**src/hdl/rrb_pkg.sv**
```systemverilog
// ----------------------------------------------------------------------------
// rrb_pkg
// Shared types, widths and helpers for the rotating ring buffer core.
// ----------------------------------------------------------------------------
package rrb_pkg;

   localparam int DEPTH      = 16;
   localparam int PTR_W      = $clog2(DEPTH);
   localparam int CNT_W      = $clog2(DEPTH + 1);
   localparam int SUM_W      = CNT_W + 1;

   localparam int ACTION_W   = 3;
   localparam int DATA_W     = 32;
   localparam int POS_W      = 16;
   localparam int STATUS_W   = 2;
   localparam int FILL_W     = 5;
   localparam int DIV_CNT_W  = $clog2(POS_W + 1);

   localparam int REQ_TDATA_W = 56;   // 3 + 32 + 16 = 51, padded to bytes
   localparam int RSP_TDATA_W = 40;   // 32 + 2 + 5 = 39, padded to bytes

   typedef enum logic [ACTION_W-1:0] {
      ACT_APPEND  = 3'd0,
      ACT_EXTRACT = 3'd1,
      ACT_PEEK    = 3'd2,
      ACT_FWD     = 3'd3,
      ACT_BACK    = 3'd4,
      ACT_INDEX   = 3'd5
   } action_type;

   typedef enum logic [STATUS_W-1:0] {
      STAT_OK    = 2'd0,
      STAT_EMPTY = 2'd1,
      STAT_FULL  = 2'd2
   } status_type;

   // (base + off) mod DEPTH, with base < DEPTH and off <= DEPTH
   function automatic logic [PTR_W-1:0] wrap_add(input logic [PTR_W-1:0] base,
                                                 input logic [CNT_W-1:0] off);
      logic [SUM_W-1:0] sum;
      sum = SUM_W'(base) + SUM_W'(off);
      if (sum >= SUM_W'(DEPTH)) begin
         sum = sum - SUM_W'(DEPTH);
      end
      return sum[PTR_W-1:0];
   endfunction

endpackage

```
**src/hdl/rrb_mod.sv**
```systemverilog
// ----------------------------------------------------------------------------
// rrb_mod
// Bit-serial restoring remainder: position mod element count, one bit a cycle.
// ----------------------------------------------------------------------------
module rrb_mod
   import rrb_pkg::*;
(
   input  logic             clock,
   input  logic             reset,
   input  logic             start,
   input  logic [POS_W-1:0] dividend,
   input  logic [CNT_W-1:0] divisor,    // nonzero
   output logic             done,
   output logic [CNT_W-1:0] remainder
);

   logic                 busy_ff, busy_in;
   logic                 done_ff, done_in;
   logic [DIV_CNT_W-1:0] cnt_ff, cnt_in;
   logic [POS_W-1:0]     dvd_ff, dvd_in;
   logic [CNT_W-1:0]     rem_ff, rem_in;
   logic [CNT_W-1:0]     dvs_ff, dvs_in;
   logic [SUM_W-1:0]     trial;

   always_comb begin
      busy_in = busy_ff;
      done_in = 1'b0;
      cnt_in  = cnt_ff;
      dvd_in  = dvd_ff;
      rem_in  = rem_ff;
      dvs_in  = dvs_ff;
      trial   = {rem_ff, dvd_ff[POS_W-1]};
      if (start) begin
         busy_in = 1'b1;
         cnt_in  = DIV_CNT_W'(POS_W);
         dvd_in  = dividend;
         rem_in  = '0;
         dvs_in  = divisor;
      end else if (busy_ff) begin
         dvd_in = {dvd_ff[POS_W-2:0], 1'b0};
         if (trial >= SUM_W'(dvs_ff)) begin
            rem_in = CNT_W'(trial - SUM_W'(dvs_ff));
         end else begin
            rem_in = trial[CNT_W-1:0];
         end
         cnt_in = cnt_ff - DIV_CNT_W'(1);
         if (cnt_ff == DIV_CNT_W'(1)) begin
            busy_in = 1'b0;
            done_in = 1'b1;
         end
      end
   end

   always_ff @(posedge clock) begin
      if (reset) begin
         busy_ff <= 1'b0;
         done_ff <= 1'b0;
         cnt_ff  <= '0;
      end else begin
         busy_ff <= busy_in;
         done_ff <= done_in;
         cnt_ff  <= cnt_in;
      end
      dvd_ff <= dvd_in;
      rem_ff <= rem_in;
      dvs_ff <= dvs_in;
   end

   assign done      = done_ff;
   assign remainder = rem_ff;

endmodule

```
**src/hdl/rotating_ring_buffer_core.sv**
```systemverilog
// ----------------------------------------------------------------------------
// rotating_ring_buffer_core
// Ring of signed words with a current position: append, extract, peek,
// rotate forward/back and indexed read over one slot memory.
// ----------------------------------------------------------------------------
//  channel  dir  handshake              payload
//  req      in   req_tvalid/req_tready  action, value, position
//  rsp      out  rsp_tvalid/rsp_tready  data, status, fill
//
//  One word at a time: append, error/no-op actions and rotations of a full
//  ring go from accept through execute to the result; extract/peek and
//  rotations of a partly filled ring add a memory read and then a
//  write-back (rotations) or data capture; indexed read first waits on the
//  bit-serial position mod count unit, then does the same read.
//  A finished result sits in the output register; the next word is accepted
//  while it waits, and is held before its own result until that one drains.
//  Reset empties the ring at once; slot contents are not cleared.
// ----------------------------------------------------------------------------
module rotating_ring_buffer_core
   import rrb_pkg::*;
(
   input  logic                   clock,
   input  logic                   reset,
   input  logic                   req_tvalid,
   output logic                   req_tready,
   input  logic [REQ_TDATA_W-1:0] req_tdata,   // action[2:0], value[34:3], position[50:35]
   output logic                   rsp_tvalid,
   input  logic                   rsp_tready,
   output logic [RSP_TDATA_W-1:0] rsp_tdata    // data[31:0], status[33:32], fill[38:34]
);

   typedef enum logic [2:0] {
      S_IDLE,
      S_EXEC,
      S_DIV,
      S_RD,
      S_USE,
      S_DONE
   } state_type;

   state_type                 state_ff, state_in;
   logic [PTR_W-1:0]          head_ff, head_in;
   logic [CNT_W-1:0]          occ_ff, occ_in;
   logic [ACTION_W-1:0]       act_ff, act_in;
   logic signed [DATA_W-1:0]  value_ff, value_in;
   logic [POS_W-1:0]          pos_ff, pos_in;
   logic signed [DATA_W-1:0]  data_ff, data_in;
   status_type                status_ff, status_in;
   logic [PTR_W-1:0]          rd_addr_ff, rd_addr_in;
   logic [PTR_W-1:0]          wr_addr_ff, wr_addr_in;
   logic                      rsp_valid_ff, rsp_valid_in;
   logic [RSP_TDATA_W-1:0]    rsp_data_ff, rsp_data_in;

   logic [DATA_W-1:0]         slots [DEPTH];
   logic [DATA_W-1:0]         rd_data_ff;
   logic                      mem_we;
   logic [PTR_W-1:0]          mem_waddr;
   logic [DATA_W-1:0]         mem_wdata;

   logic                      div_start;
   logic                      div_done;
   logic [CNT_W-1:0]          div_rem;

   rrb_mod u_mod (
      .clock     (clock),
      .reset     (reset),
      .start     (div_start),
      .dividend  (pos_ff),
      .divisor   (occ_ff),
      .done      (div_done),
      .remainder (div_rem)
   );

   always_comb begin
      state_in     = state_ff;
      head_in      = head_ff;
      occ_in       = occ_ff;
      act_in       = act_ff;
      value_in     = value_ff;
      pos_in       = pos_ff;
      data_in      = data_ff;
      status_in    = status_ff;
      rd_addr_in   = rd_addr_ff;
      wr_addr_in   = wr_addr_ff;
      rsp_valid_in = rsp_valid_ff && !rsp_tready;
      rsp_data_in  = rsp_data_ff;
      mem_we       = 1'b0;
      mem_waddr    = wr_addr_ff;
      mem_wdata    = rd_data_ff;
      div_start    = 1'b0;

      unique case (state_ff)
         S_IDLE: begin
            if (req_tvalid) begin
               act_in   = req_tdata[2:0];
               value_in = req_tdata[34:3];
               pos_in   = req_tdata[50:35];
               state_in = S_EXEC;
            end
         end
         S_EXEC: begin
            data_in   = '0;
            status_in = STAT_OK;
            state_in  = S_DONE;
            unique case (act_ff)
               ACT_APPEND: begin
                  if (occ_ff == CNT_W'(DEPTH)) begin
                     status_in = STAT_FULL;
                  end else begin
                     mem_we    = 1'b1;
                     mem_waddr = wrap_add(head_ff, occ_ff);
                     mem_wdata = value_ff;
                     occ_in    = occ_ff + CNT_W'(1);
                  end
               end
               ACT_EXTRACT: begin
                  if (occ_ff == '0) begin
                     status_in = STAT_EMPTY;
                  end else begin
                     rd_addr_in = head_ff;
                     occ_in     = occ_ff - CNT_W'(1);
                     head_in    = (occ_ff == CNT_W'(1)) ? '0 : wrap_add(head_ff, CNT_W'(1));
                     state_in   = S_RD;
                  end
               end
               ACT_PEEK: begin
                  if (occ_ff == '0) begin
                     status_in = STAT_EMPTY;
                  end else begin
                     rd_addr_in = head_ff;
                     state_in   = S_RD;
                  end
               end
               ACT_FWD: begin
                  if (occ_ff != '0) begin
                     head_in = wrap_add(head_ff, CNT_W'(1));
                     // not full: copy current to the tail to keep the span contiguous
                     if (occ_ff != CNT_W'(DEPTH)) begin
                        rd_addr_in = head_ff;
                        wr_addr_in = wrap_add(head_ff, occ_ff);
                        state_in   = S_RD;
                     end
                  end
               end
               ACT_BACK: begin
                  if (occ_ff != '0) begin
                     head_in = wrap_add(head_ff, CNT_W'(DEPTH - 1));
                     if (occ_ff != CNT_W'(DEPTH)) begin
                        rd_addr_in = wrap_add(head_ff, occ_ff - CNT_W'(1));
                        wr_addr_in = wrap_add(head_ff, CNT_W'(DEPTH - 1));
                        state_in   = S_RD;
                     end
                  end
               end
               ACT_INDEX: begin
                  if (occ_ff == '0) begin
                     status_in = STAT_EMPTY;
                  end else begin
                     div_start = 1'b1;
                     state_in  = S_DIV;
                  end
               end
               default: begin
               end
            endcase
         end
         S_DIV: begin
            if (div_done) begin
               rd_addr_in = wrap_add(head_ff, div_rem);
               state_in   = S_RD;
            end
         end
         S_RD: begin
            state_in = S_USE;
         end
         S_USE: begin
            if (act_ff == ACT_FWD || act_ff == ACT_BACK) begin
               mem_we = 1'b1;
            end else begin
               data_in = rd_data_ff;
            end
            state_in = S_DONE;
         end
         S_DONE: begin
            if (!rsp_valid_ff || rsp_tready) begin
               rsp_valid_in = 1'b1;
               rsp_data_in  = {1'b0, FILL_W'(occ_ff), status_ff, data_ff};
               state_in     = S_IDLE;
            end
         end
         default: begin
            state_in = S_IDLE;
         end
      endcase
   end

   always_ff @(posedge clock) begin
      if (reset) begin
         state_ff     <= S_IDLE;
         head_ff      <= '0;
         occ_ff       <= '0;
         rsp_valid_ff <= 1'b0;
      end else begin
         state_ff     <= state_in;
         head_ff      <= head_in;
         occ_ff       <= occ_in;
         rsp_valid_ff <= rsp_valid_in;
      end
      act_ff      <= act_in;
      value_ff    <= value_in;
      pos_ff      <= pos_in;
      data_ff     <= data_in;
      status_ff   <= status_in;
      rd_addr_ff  <= rd_addr_in;
      wr_addr_ff  <= wr_addr_in;
      rsp_data_ff <= rsp_data_in;
   end

   // slot memory: one write port, one registered read port
   always_ff @(posedge clock) begin
      if (mem_we) begin
         slots[mem_waddr] <= mem_wdata;
      end
      rd_data_ff <= slots[rd_addr_ff];
   end

   assign req_tready = (state_ff == S_IDLE);
   assign rsp_tvalid = rsp_valid_ff;
   assign rsp_tdata  = rsp_data_ff;

endmodule
```
**config.mk**
```make
export PLATFORM = sky130hd
export DESIGN_NAME = rotating_ring_buffer_core
export DESIGN_NICKNAME = d
export VERILOG_FILES = /design/src/hdl/rrb_pkg.sv /design/src/hdl/rrb_mod.sv /design/src/hdl/rotating_ring_buffer_core.sv
export SDC_FILE = /design/constraint.sdc
export NUM_CORES = 1
export LEC_CHECK = 0
export ABC_AREA = 1
export BUFFER_PORTS_ARGS = -buffer_cell sky130_fd_sc_hd__buf_4
export CORE_ASPECT_RATIO = 1.25
export CORE_MARGIN = 2
export CORE_UTILIZATION = 25
export DETAILED_ROUTE_END_ITERATION = 10
export HOLD_SLACK_MARGIN = 0.15
export PLACE_DENSITY_LB_ADDON = 0.12
export SLEW_MARGIN = 0
export SYNTH_ARGS = -nofsm -noshare
export SYNTH_HDL_FRONTEND = slang
export SYNTH_SLANG_ARGS = --single-unit
```
**constraint.sdc**
```tcl
create_clock -name clock -period 10.2 [get_ports clock]
set_clock_uncertainty 0.15 [all_clocks]
set_input_delay 1.02 -clock clock [delete_from_list [all_inputs] [get_ports clock]]
set_output_delay 1.02 -clock clock [all_outputs]
set_load 0.005 [all_outputs]
```
# [Yosys cells after proc, flatten, opt, wreduce, memory -nomap -nowiden]
# Memory sizes are Yosys's and may differ from the RTL's. A register that Yosys moved wholly into a read port is not among the register bits.
# Index checks and enable logic that the tools add are counted.
[op_classes] addsub=14 n_lt_le_gt_ge=6 n_eq_ne=30 n_mux=66 n_bitwise=1 n_reduce_logical=28
[ops] op="two-way mux 32 bit" n=4
[ops] op="two-way mux 4 bit" n=22
[ops] op="case mux 32 bit (2 select lines)" n=1
[ops] op="two-way mux 16 bit" n=2
[ops] op="two-way mux 5 bit" n=5
[ops] op="case mux 4 bit (3 select lines)" n=2
[ops] op="two-way mux 3 bit" n=7
[ops] op="subtractor 4 x 1 -> 4 bit (second input constant)" n=5
[ops] op="adder 4 x 5 -> 6 bit" n=3
[ops] op="greater-or-equal comparator 6 x 5 -> 1 bit (second input constant)" n=3
[ops] op="!= test 2 bit (second input constant)" n=9
[ops] op="case mux 3 bit (6 select lines)" n=1
[ops] op="case mux 4 bit (2 select lines)" n=2
[ops] op="two-way mux 1 bit" n=15
[ops] op="!= test 3 bit (second input constant)" n=5
[ops] op="== test 3 x 2 -> 1 bit (second input constant)" n=4
[ops] op="== test 3 bit (second input constant)" n=4
[ops] op="== test 5 x 1 -> 1 bit (second input constant)" n=2
[ops] op="greater-or-equal comparator 5 bit (second input constant)" n=2
[ops] op="case mux 5 bit (2 select lines)" n=1
[ops] op="nonzero test 2 bit" n=5
[ops] op="subtractor 5 x 1 -> 5 bit (second input constant)" n=2
[ops] op="case mux 3 bit (3 select lines)" n=1
[ops] op="AND reduction 8 bit" n=1
[ops] op="28 further kinds" n=37
[totals] register_bits=178 ramBits=512 output_inout_bits=42 wordCells=165 memories=1
[memory_table] name="slots" words=16 word_bits=32 read_ports=1 rd_ports_with_merged_regs=1 wr=1 line="rotating_ring_buffer_core.sv:54" source="logic [DATA_W-1:0] slots [DEPTH];"

# [Depth between registers and ports, before layout]
# Gate-level depths: netlist (run 1).
[logic_depth] depth_word=8 depth_mapped=13

# [Hierarchy]
# A second synthesis (run 1) with hierarchy kept.
[hier_totals] hier_cells=2172 area_unflattened_um2=28386.0
[modules_own_cells] mod="rotating_ring_buffer_core" instances=1 cells_per_inst=1979 area_each_um2=26753.2 seq_area_each_um2=20239.4
[modules_own_cells] mod="rrb_mod" instances=1 cells_per_inst=193 area_each_um2=1632.8 seq_area_each_um2=870.8

# [Worst setup path after synthesis (run 1)]
# OpenSTA, ideal clock, no wires.
[synth_path] path_kind="input-to-reg" startpoint="input port req_tvalid" endpoint="register act_ff[0] (enable)" setup_time_ns=0.586 arrival_ns=5.884 t_required_ns=9.464 path_slack_ns=3.580 cell_stages=2 n_path_buf=0 cell_sequence="inv_1 > nor4_1"
[synth_via] elab_chain_cells=1
[synth_lines] item="start: declaration" line="rotating_ring_buffer_core.sv:24" source="input logic req_tvalid,"
[synth_lines] item="AND reduction 2 bit (no source line)"
[synth_lines] item="end signal: assignment" line="rotating_ring_buffer_core.sv:209" source="act_ff <= act_in;"
[synth_lines] item="end: declaration" line="rotating_ring_buffer_core.sv:44" source="logic [ACTION_W-1:0] act_ff, act_in;"
# No other way between the ends.
# A chain may end at the register's enable or synchronous reset.

# [Worst setup path after layout (run 1)]
[layout_path] startpoint="register occ_ff[0]" endpoint="memory slots[5][5] (enable)"
[layout_via] elab_chain_cells=6 word_cells_on_any_way=13
[layout_lines] item="start: declaration" line="rotating_ring_buffer_core.sv:43" source="logic [CNT_W-1:0] occ_ff, occ_in;"
[layout_lines] item="start signal: assignment" line="rotating_ring_buffer_core.sv:206" source="occ_ff <= occ_in;"
[layout_lines] item="adder 4 x 5 -> 6 bit or == test 5 bit (tied branches)" line="rrb_pkg.sv:41, rotating_ring_buffer_core.sv:107"
[layout_lines] item="greater-or-equal comparator 6 x 5 -> 1 bit, or another cell as far along" line="rrb_pkg.sv:42" source="if (sum >= SUM_W'(DEPTH)) begin"
[layout_lines] item="two-way mux 4 bit or two-way mux 1 bit (tied branches)" line="rrb_pkg.sv:42, rotating_ring_buffer_core.sv:105"
[layout_lines] item="two-way mux 4 bit or case mux 1 bit (2 select lines) (tied branches)" line="rotating_ring_buffer_core.sv:107, rotating_ring_buffer_core.sv:92"
[layout_lines] item="two-way mux 4 bit or two-way mux 1 bit (tied branches)" line="rotating_ring_buffer_core.sv:105, rotating_ring_buffer_core.sv:221"
[layout_lines] item="two-way mux 4 bit or two-way mux 1 bit (tied branches)" line="rotating_ring_buffer_core.sv:92, rotating_ring_buffer_core.sv:222"
[layout_lines] item="end: declaration" line="rotating_ring_buffer_core.sv:54"
# Parallel ways exist; a longest one is shown, timed or not.

==> results of run 1 <==
==> cell families after synthesis <==
group,share of synthesized area
XOR/XNOR,0.005245
AO/OA/AOI/OAI,0.1046
flip-flops,0.7437
AND/OR/NAND/NOR,0.1004
other,0.0001321
buffers and inverters,0.03346
adder cells (fa/ha/maj),0.01252
==> flip-flops by register name, summed over array words and instances (netlist names), 16 cells and up <==
register / cells
data_ff: 32
pos_ff: 16
rd_data_ff: 32
rsp_tdata: 39
slots: 512
u_mod.dvd_ff: 16
value_ff: 32
==> worst paths after layout <==
check                                start            to  slack (ps)  cells past startpoint
worst max-delay path             occ_ff[0]   slots[5][5]        6260                     11
worst min-delay path            data_ff[0]  rsp_tdata[0]         270                      0
worst max register to register   occ_ff[0]   slots[5][5]        6260                     11
worst min register to register  data_ff[0]  rsp_tdata[0]         270                      0
==> through the flow <==
stage,setup WS [ps],total power (W),util
6_report,6262,0.007507,0.2964
5_1_grt,5938,0.007866,0.2964
4_1_cts,6118,0.007643,0.2964
3_5_place_dp,6136,0.004840,0.2745
3_3_place_gp,6168,0.004813,0.2745
2_1_floorplan,3580,0.004376,-
==> Yosys cell counts (all sizes together) <==
cell | count | area (sq um)
edfxtp | 665 | 19970
clkbuf | 71 | 266.5
o21bai | 2 | 15.01
ha | 22 | 275.3
o221ai | 70 | 613.1
nor3b | 1 | 7.510
xnor2 | 7 | 61.31
nand4 | 2 | 12.51
nand2 | 203 | 820.8
a21oi | 19 | 95.09
buf | 53 | 335.3
o211ai | 59 | 442.9
fa | 4 | 80.08
xor2 | 10 | 87.58
nor3 | 7 | 35.03
o21ai | 322 | 1657
conb | 1 | 3.750
a21boi | 1 | 7.510
a211oi | 1 | 7.510
o22ai | 20 | 125.1
or2 | 1 | 6.260
nand3b | 2 | 15.01
dfxtp | 57 | 1141
nor4 | 3 | 18.77
inv | 92 | 347.8
nand3 | 81 | 452.9
a31oi | 1 | 6.260
nor2 | 386 | 1480
==> power breakdown <==
part	internal (W)	switching (W)	leakage, nW
clock	0.00157	0.00119	1.21
combinational	0.000299	0.000789	3.46
sequential	0.00361	0.0000575	6.52
total	0.00547	0.00204	11.2
==> critical path, stage by stage (launching register included) <==
cell and delay [ps]:
dfxtp_1 450, inv_1 210, ha_1 170, inv_1 100
nor2_8 160, nand2_4 90, nand2_8 180, inv_4 340
nand2_2 210, nand3_1 330, nor2_4 550, buf_4 580
==> layout make-up <==
type	instances	area [sq um]	area share
Timing Repair Buffer	162	1216	0.03633
Sequential cell	722	21110	0.6307
Multi-Input combinational cell	1225	6472	0.1934
Inverter	92	354.1	0.01058
Clock inverter	36	237.7	0.007102
Clock buffer	111	2242	0.06699
Tap cell	1470	1839	0.05495
==> routing by layer <==
metal  wire length [um]  up-vias  GRT usage  share of wire
met3               3570      129    0.02654          0.045
met5                  0        -          0              0
met4               2337        0    0.04798          0.029
met2              39400      380     0.2336           0.49
li1                   -     8126          -              -
met1              34760     8628     0.1722           0.43
==> results.md, run 1 <==
* Vias in the first global route at 17810
* Critical Path RT at 10340 ps
* Clock Sinks at 722
* H-tree levels at 3
* Period utilization at 0.3861
* WHS at 268.5 ps
* Mapped Area at 28390 sq um
* Share of layout cells above drive strength 1 at 0.1401
* Final min period at 3938 ps
* Congestion Overflow GR at 0
* # resized after CTS at 0
* Nets at 2370
* Unrepaired setup endpoints after global routing: no
* Total power per unit cell area at 224.3 nW/um^2
* Post-CTS setup buffer count at 0
* Starting Density at 0.2514
* Final Cell Area at 33470 sq um
* Crit path max fanout at 67
* Post-DP HPWL at 40120 um
* Worst IR drop on VDD at 0.1262 mV
* Ports at 102
* First-pass GRT wire length at 117200 um
* Antenna Nets Post-Route at 0
* Slew HR at 0.2277
* Layout area overhead at 17.92%
* Clock transition at path regs at 60 ps
* Most frequent cells in the layout: edfxtp_1 (665), nor2_1 (365), o21ai_0 (310)
* Row Count at 138
* CP arrival at 4080 ps
* Clock root buffer: clkbuf_16
* Drt wl/cell at 20.97 um
* Final setup violation count at 0
* Chip width at 305.4 um
* CTS tree: built
* Vias at 17260
* GRT Overall Usage at 0.1369
* Placer Congestion at 0.7553
* YS warnings at 0
* Worst slew pin tran at 1149 ps
* Cells after DPL at 3671
* Antenna Cells at 0
* Drt via density at 4.521
* CTS Buffer Depth at 3
* Syn_nets at 2249
* Core Area at 112900 sq um
* Crit. End Element: flip-flop
* Die Ht at 380.7 um
* FMAX at 253.9 MHz
* Avg Cell Area, Syn at 13.12 sq um
* Number of library cell types mapped by synthesis at 45
* Post-synthesis sequential area ratio at 0.7437
* CTS Hold Bufs at 0
* Worst-skew pair later-pin latency at 670 ps
* Final Non-Filler Cells at 3818
* Mapped Cells at 2163
* PortBufs at 95
* Placed Area at 30990 sq um
* Pre-Repair DR Iteration Count at 5
* Leakage at 11.19 nW
* Outcome: finished, final reports clean
* WS Path Type: reg2reg
* Filler instances at 11470
* Final setup TNS at 0 ps
* Max Cap Viol at 0
* Max Slew Vio Count at 0
* Die area at 116300 sq um
* Cts bufs inserted at 81
* Synth Register Bits at 722
* Hold Path Class: reg2reg
* DRC at 0
* Initial antenna violation count at 2
* Drt total wl at 80070 um
* Setup crit start kind: flip-flop
* Commonest non-fill, non-tap cell in the layout: edfxtp_1
* Final hold violation count at 0
* Pin count of the biggest net entering global routing at 94
* Iteration-0 DRC Markers at 1107
No activity file was read; power rests on OpenSTA's default activity.
==> run 2, diff against run 1 <==
clock period = 3.8 ns   (was 10.2 ns; I/O delays follow)
==> run 2 against run 1 <==
Hold slack lost 13 ps. Power grew to 2.8 times the previous value. Utilization grew 0.99 points. Die area is the same. Largest power group unchanged. Critical path depth shrank 1. Critical path type unchanged. Setup slack lost 5700 ps. Global-route usage shrank 0.097 points.
==> results.md, run 2 (synthesis results as in run 1) <==
* RR Endpoint: slots[7][13]
* Starting Density at 0.2514 (unchanged)
* Reg2reg setup slack at 540 ps (-5720 ps)
* Post-CTS setup buffer count at 0 (unchanged)
* Drt total wl at 79080 um (-1.2%)
* Cells after DPL at 3689 (+0.49%)
* H-tree levels at 3 (unchanged)
* Final Non-Filler Cells at 3891 (+1.9%)
* Antenna Nets Post-Route at 0 (unchanged)
* Hold Path Class: in2reg
* Iteration-0 DRC Markers at 1159 (+4.7%)
* Period utilization at 0.8566 (+0.4705)
* DRC at 0 (unchanged)
* Final worst slack at 544.9 ps (-5717 ps)
* WS Path Type: reg2reg
* Biggest register: slots
* Die Ht at 380.7 um (unchanged)
* Unrepaired setup endpoints after global routing: no
* Antenna Cells at 0 (unchanged)
* Most frequent cells in the layout: edfxtp_1 (665), nor2_1 (365), o21ai_0 (310)
* Final Util at 0.3064 (+0.009939)
* Crit path max fanout at 21 (-69%)
* Ports at 102 (unchanged)
* CTS Hold Bufs at 54 (+54)
* CP arrival at 3380 ps (-700 ps)
* Crit. End Element: flip-flop
* Worst Min Path Start: req_tvalid
* Hold Path End: act_ff[1]
* Final setup violation count at 0 (unchanged)
* Placer Congestion at 0.7709 (+2.1%)
* Cts bufs inserted at 82 (+1.2%)
* FMAX at 307.2 MHz (+21%)
* # resized after CTS at 0 (unchanged)
* Vias at 17540 (+1.6%)
* Initial antenna violation count at 0 (-2)
* Share of layout cells above drive strength 1 at 0.1504 (+0.01023)
* GRT Overall Usage at 0.1359 (-0.0009704)
* Clock Sinks at 722 (unchanged)
* Pwr Total at 0.02070 W (+180%)
* Leakage at 11.68 nW (+4.4%)
* Worst-case reg-to-reg path depth at 10 (-1)
* Worst-skew pair later-pin latency at 670 ps (about the same)
* Final hold violation count at 0 (unchanged)
* Final min period at 3255 ps (-683.2 ps)
* Hold Path Stages at 4 (+4)
* Slew HR at 0.4147 (+0.1871)
* Worst IR drop on VDD at 0.3306 mV (+160%)
* Row Count at 138 (unchanged)
* Final setup TNS at 0 ps (unchanged)
* Max FFs per register at 512 (unchanged)
* Total power per unit cell area at 598.4 nW/um^2 (+170%)
* CTS Buffer Depth at 3 (unchanged)
* Outcome: finished, final reports clean
* Drt wl/cell at 20.32 um (-3.1%)
* Pre-Repair DR Iteration Count at 5 (unchanged)
* Congestion Overflow GR at 0 (unchanged)
* Drt via density at 4.509 (-0.28%)
* Layout area overhead at 21.87%
* Vias in the first global route at 18210 (+2.3%)
* Clock transition at path regs at 60 ps (about the same)
* CTS tree: built
* Post-DP HPWL at 42150 um (+5.0%)
* Max Slew Vio Count at 0 (unchanged)
* Pre-CTS setup slack at 541.5 ps (-5594 ps)
* Clock root buffer: clkbuf_16
* Chip width at 305.4 um (unchanged)
* Max Cap Viol at 0 (unchanged)
* Core Area at 112900 sq um (unchanged)
* Commonest non-fill, non-tap cell in the layout: edfxtp_1
* Setup crit start kind: flip-flop
* PortBufs at 95 (unchanged)
* First-pass GRT wire length at 117200 um (unchanged)
* Critical Path RT at 3930 ps (-6410 ps)
* Nets at 2443 (+3.1%)
* Pin count of the biggest net entering global routing at 145 (+54%)
* Worst slew pin tran at 877.9 ps (-271.0 ps)
* R2R Path Start: occ_ff[0]
* Die area at 116300 sq um (unchanged)
## run 2: changes by cell type in the layout (fill, tap and decap cells not counted), moves of 2 or more
cell / change
dlygate4sd3_1: +54
buf_12: +20
clkbuf_1: -11
clkinv_2: +7
bufinv_16: +5
clkinv_1: -5
clkbuf_8: +3
buf_4: -2
clkinv_4: +2
clkinvlp_4: +2
nor4_2: -2
nor4_4: +2
## run 2: metrics by stage
step                area (sq um)  hold WS (ps)
finish                     34590         255.6
detailed placement         31400         254.5
global placement           31400         251.2
floorplan                  28410         250.3
CTS                        34590         210.2
global route               34590         248.3
## run 2: report_power, final
group          internal, W  total, W  switching (W)  leakage [nW]
sequential         0.00968   0.00984       0.000163          6.52
combinational     0.000879   0.00302        0.00214          3.85
clock              0.00462   0.00785        0.00323          1.31
## run 2: how the worst max path moves through the flow
stage	from	to	slack, ps
after floorplan	state_ff[0]	data_ff[0]	100
after global placement	occ_ff[0]	slots[7][15]	600
after detailed placement	occ_ff[0]	slots[7][1]	540
after CTS	occ_ff[0]	slots[7][13]	480
after global routing	occ_ff[0]	slots[7][13]	220
final	occ_ff[0]	slots[7][13]	540
## run 2: critical path, cell delays in order (launching register included)
cell     delay (ps)
dfxtp_1         520
inv_1           180
ha_1            230
inv_1           150
nor2_8           70
nand2_4          90
nand2_8         130
o21ai_0         280
nand3_1         390
nor2_4          200
buf_4           430
## run 2: layout make-up
cell class                      instances  area, sq um
Sequential cell                       722        21110
Multi-Input combinational cell       1225         6490
Timing Repair Buffer                  234         2142
Clock inverter                         44        391.6
Fill cell                           11310        78330
Tap cell                             1470         1839
Clock buffer                          104         2267
Inverter                               92        354.1
## run 2: metal layers
| metal | vias up | track usage | part of all wire |
|---|---|---|---|
| met4 | 0 | 0.04762 | 0.026 |
| met2 | 362 | 0.2357 | 0.50 |
| li1 | 8268 | - | - |
| met1 | 8806 | 0.1697 | 0.43 |
| met3 | 108 | 0.02342 | 0.042 |
| met5 | - | 0 | 0 |
==> run 3, diff against run 2 <==
BUFFER_PORTS_ARGS = -buffer_cell sky130_fd_sc_hd__buf_2   (was -buffer_cell sky130_fd_sc_hd__buf_4)
CTS_CLUSTER_SIZE = 20   (was unset)
PLACE_DENSITY_LB_ADDON = 0.2   (was 0.12)
==> run 3 against run 2 <==
Cell count down 0.36%. Die area unchanged. Design area down 1.5%. Sequential cell count unchanged. Combinational power down 1%. Non-clock buffer count down 5. Hold slack better by 2.8 ps. Register-to-register slack better by 140 ps. Clock power down 6.4%. First-iteration DRC count up 5.6%. Critical endpoint is now slots[9][22].
==> results.md, run 3 (synthesis results as in run 1) <==
* Placer Congestion at 0.7642 (-0.87%)
* Share of layout cells above drive strength 1 at 0.1433 (-0.007019)
* Ports at 102 (unchanged)
* CTS Buffer Depth at 3 (unchanged)
* Max FFs per register at 512 (unchanged)
* Drt total wl at 77000 um (-2.6%)
* Max Slew Vio Count at 0 (unchanged)
* Final hold violation count at 0 (unchanged)
* Clock Sinks at 722 (unchanged)
* Biggest register: slots
* Worst IR drop on VDD at 0.3375 mV (+2.1%)
* Filler instances at 11390 (+0.68%)
* Final min period at 3116 ps (-138.8 ps)
* Setup crit start kind: flip-flop
* Drt wl/cell at 19.86 um (-2.3%)
* Period utilization at 0.8201 (-0.03654)
* Met1 Track Usage GR at 0.1618 (-0.007938)
* Final Non-Filler Cells at 3877 (-0.36%)
* Slew HR at 0.2073 (-0.2074)
* CTS tree: built
* Worst slew pin tran at 1189 ps (+311.1 ps)
* Final setup violation count at 0 (unchanged)
* Met3 Use GR at 0.02314 (-0.0002781)
* WS Path Type: reg2reg
* Row Count at 138 (unchanged)
* CP max stage cell: dfxtp_1
* Critical Path, Cell by Cell: inv_1 -> ha_1 -> inv_1 -> nor2_8 -> nand2_4 -> nand2_8 -> inv_4 -> nand2_2 -> nand2_2 -> nand3_2 -> nor2_4 -> buf_12
* FMAX at 320.9 MHz (+4.5%)
* Crit. End Element: flip-flop
* Crit path max fanout at 24 (+14%)
* Core Area at 112900 sq um (unchanged)
* Cts bufs inserted at 76 (-7.3%)
* Starting Density at 0.2514 (unchanged)
* Initial antenna violation count at 1 (+1)
* Max Cap Viol at 0 (unchanged)
* PortBufs at 95 (unchanged)
* Die Ht at 380.7 um (unchanged)
* Post-DP HPWL at 41380 um (-1.8%)
* DRC at 0 (unchanged)
* Congestion Overflow GR at 0 (unchanged)
* Die area at 116300 sq um (unchanged)
* Unrepaired setup endpoints after global routing: no
* Outcome: finished, final reports clean
* Pre-Repair DR Iteration Count at 5 (unchanged)
* GRT busiest layer: met2
* Layout area overhead at 20.09%
* Met2 Use GR at 0.2318 (-0.003872)
* Critical Path RT at 3960 ps (+30 ps)
* Pin count of the biggest net entering global routing at 257 (+77%)
* Vias in the first global route at 18000 (-1.2%)
* Vias at 17630 (+0.49%)
* Most frequent cells in the layout: edfxtp_1 (665), nor2_1 (365), o21ai_0 (310)
* Iteration-0 DRC Markers at 1224 (+5.6%)
* Nets at 2432 (-0.45%)
* Cells after DPL at 3684 (-0.14%)
* H-tree levels at 3 (unchanged)
* Chip width at 305.4 um (unchanged)
* Antenna Nets Post-Route at 0 (unchanged)
* Total power per unit cell area at 592.2 nW/um^2 (-1.0%)
* Hold Path Class: reg2reg
* Leakage at 11.46 nW (-1.9%)
* First-pass GRT wire length at 114900 um (-2.0%)
* Antenna Cells at 0 (unchanged)
* Drt via density at 4.547 (+0.85%)
* Clock transition at path regs at 60 ps (about the same)
* GRT Overall Usage at 0.1314 (-0.004516)
* Clock root buffer: clkbuf_16
* Final setup TNS at 0 ps (unchanged)
* Slowest cell delay on critical path at 510 ps (about the same)
* Worst-skew pair later-pin latency at 650 ps (-20 ps)
* Commonest non-fill, non-tap cell in the layout: edfxtp_1
* CP arrival at 3270 ps (-110 ps)
==> run 3: changes by cell type in the layout (fill, tap and decap cells not counted), sizes merged <==
cell and change:
clkinv -11, buf -5, clkinvlp -2, inv -1
clkbuf +7, bufinv -2
==> run 3: metrics by stage <==
step,worst slack [ps],utilization,instance area [sq um],hold slack [ps],total power [W]
floorplan,96.46,-,28410,250.3,0.01174
global placement,686.9,0.2752,31080,252.9,0.01292
detailed placement,683.9,0.2752,31080,254.5,0.01302
CTS,662.4,0.3019,34090,222.1,0.02055
global route,501.1,0.3019,34090,259.7,0.02114
finish,683.8,0.3019,34090,258.5,0.02019
==> run 3: worst max-delay path, delay by kind of cell, from the launching register on <==
family	cells	cell delay [ps]
flip-flops	1	510
buffers and inverters	4	740
AND/OR/NAND/NOR	7	1100
adder cells (fa/ha/maj)	1	230
==> run 3: report_power, final <==
part / leakage (nW) / internal, W / switching, W
sequential: 6.52 / 0.00968 / 0.000176
clock: 1.21 / 0.00428 / 0.00308
combinational: 3.73 / 0.000845 / 0.00213
total: 11.5 / 0.0148 / 0.00539
==> run 3: path summary, 6_finish.rpt <==
kind	to	depth (start not counted)	slack (ps)	from
setup / recovery	slots[9][22]	12	680	occ_ff[0]
hold / removal	rsp_tdata[12]	0	260	data_ff[12]
setup reg to reg	slots[9][22]	12	680	occ_ff[0]
hold reg to reg	rsp_tdata[12]	0	260	data_ff[12]
==> run 3: metal layers <==
metal  share of wire  routed length, um
met4           0.022               1717
met1            0.42              32640
met5               0                  0
met2            0.51              39310
met3           0.043               3338
==> run 3: layout make-up <==
type / count / area [sq um] / area share
clock inverter: 28 / 280.3 / 0.008222
inverter: 92 / 352.8 / 0.01035
tap: 1470 / 1839 / 0.05396
multi-input combinational: 1225 / 6490 / 0.1904
clock buffer: 111 / 2186 / 0.06412
sequential: 722 / 21110 / 0.6193
timing repair buffer: 229 / 1829 / 0.05366
==> run 3: repair_timing <==
| action | in CTS | in global routing |
|---|---|---|
| endpoints found under the hold margin | 60 | 0 |
| hold buffers | 54 | 0 |
| resized for setup | 0 | 0 |
| buffers inserted | 0 | 0 |
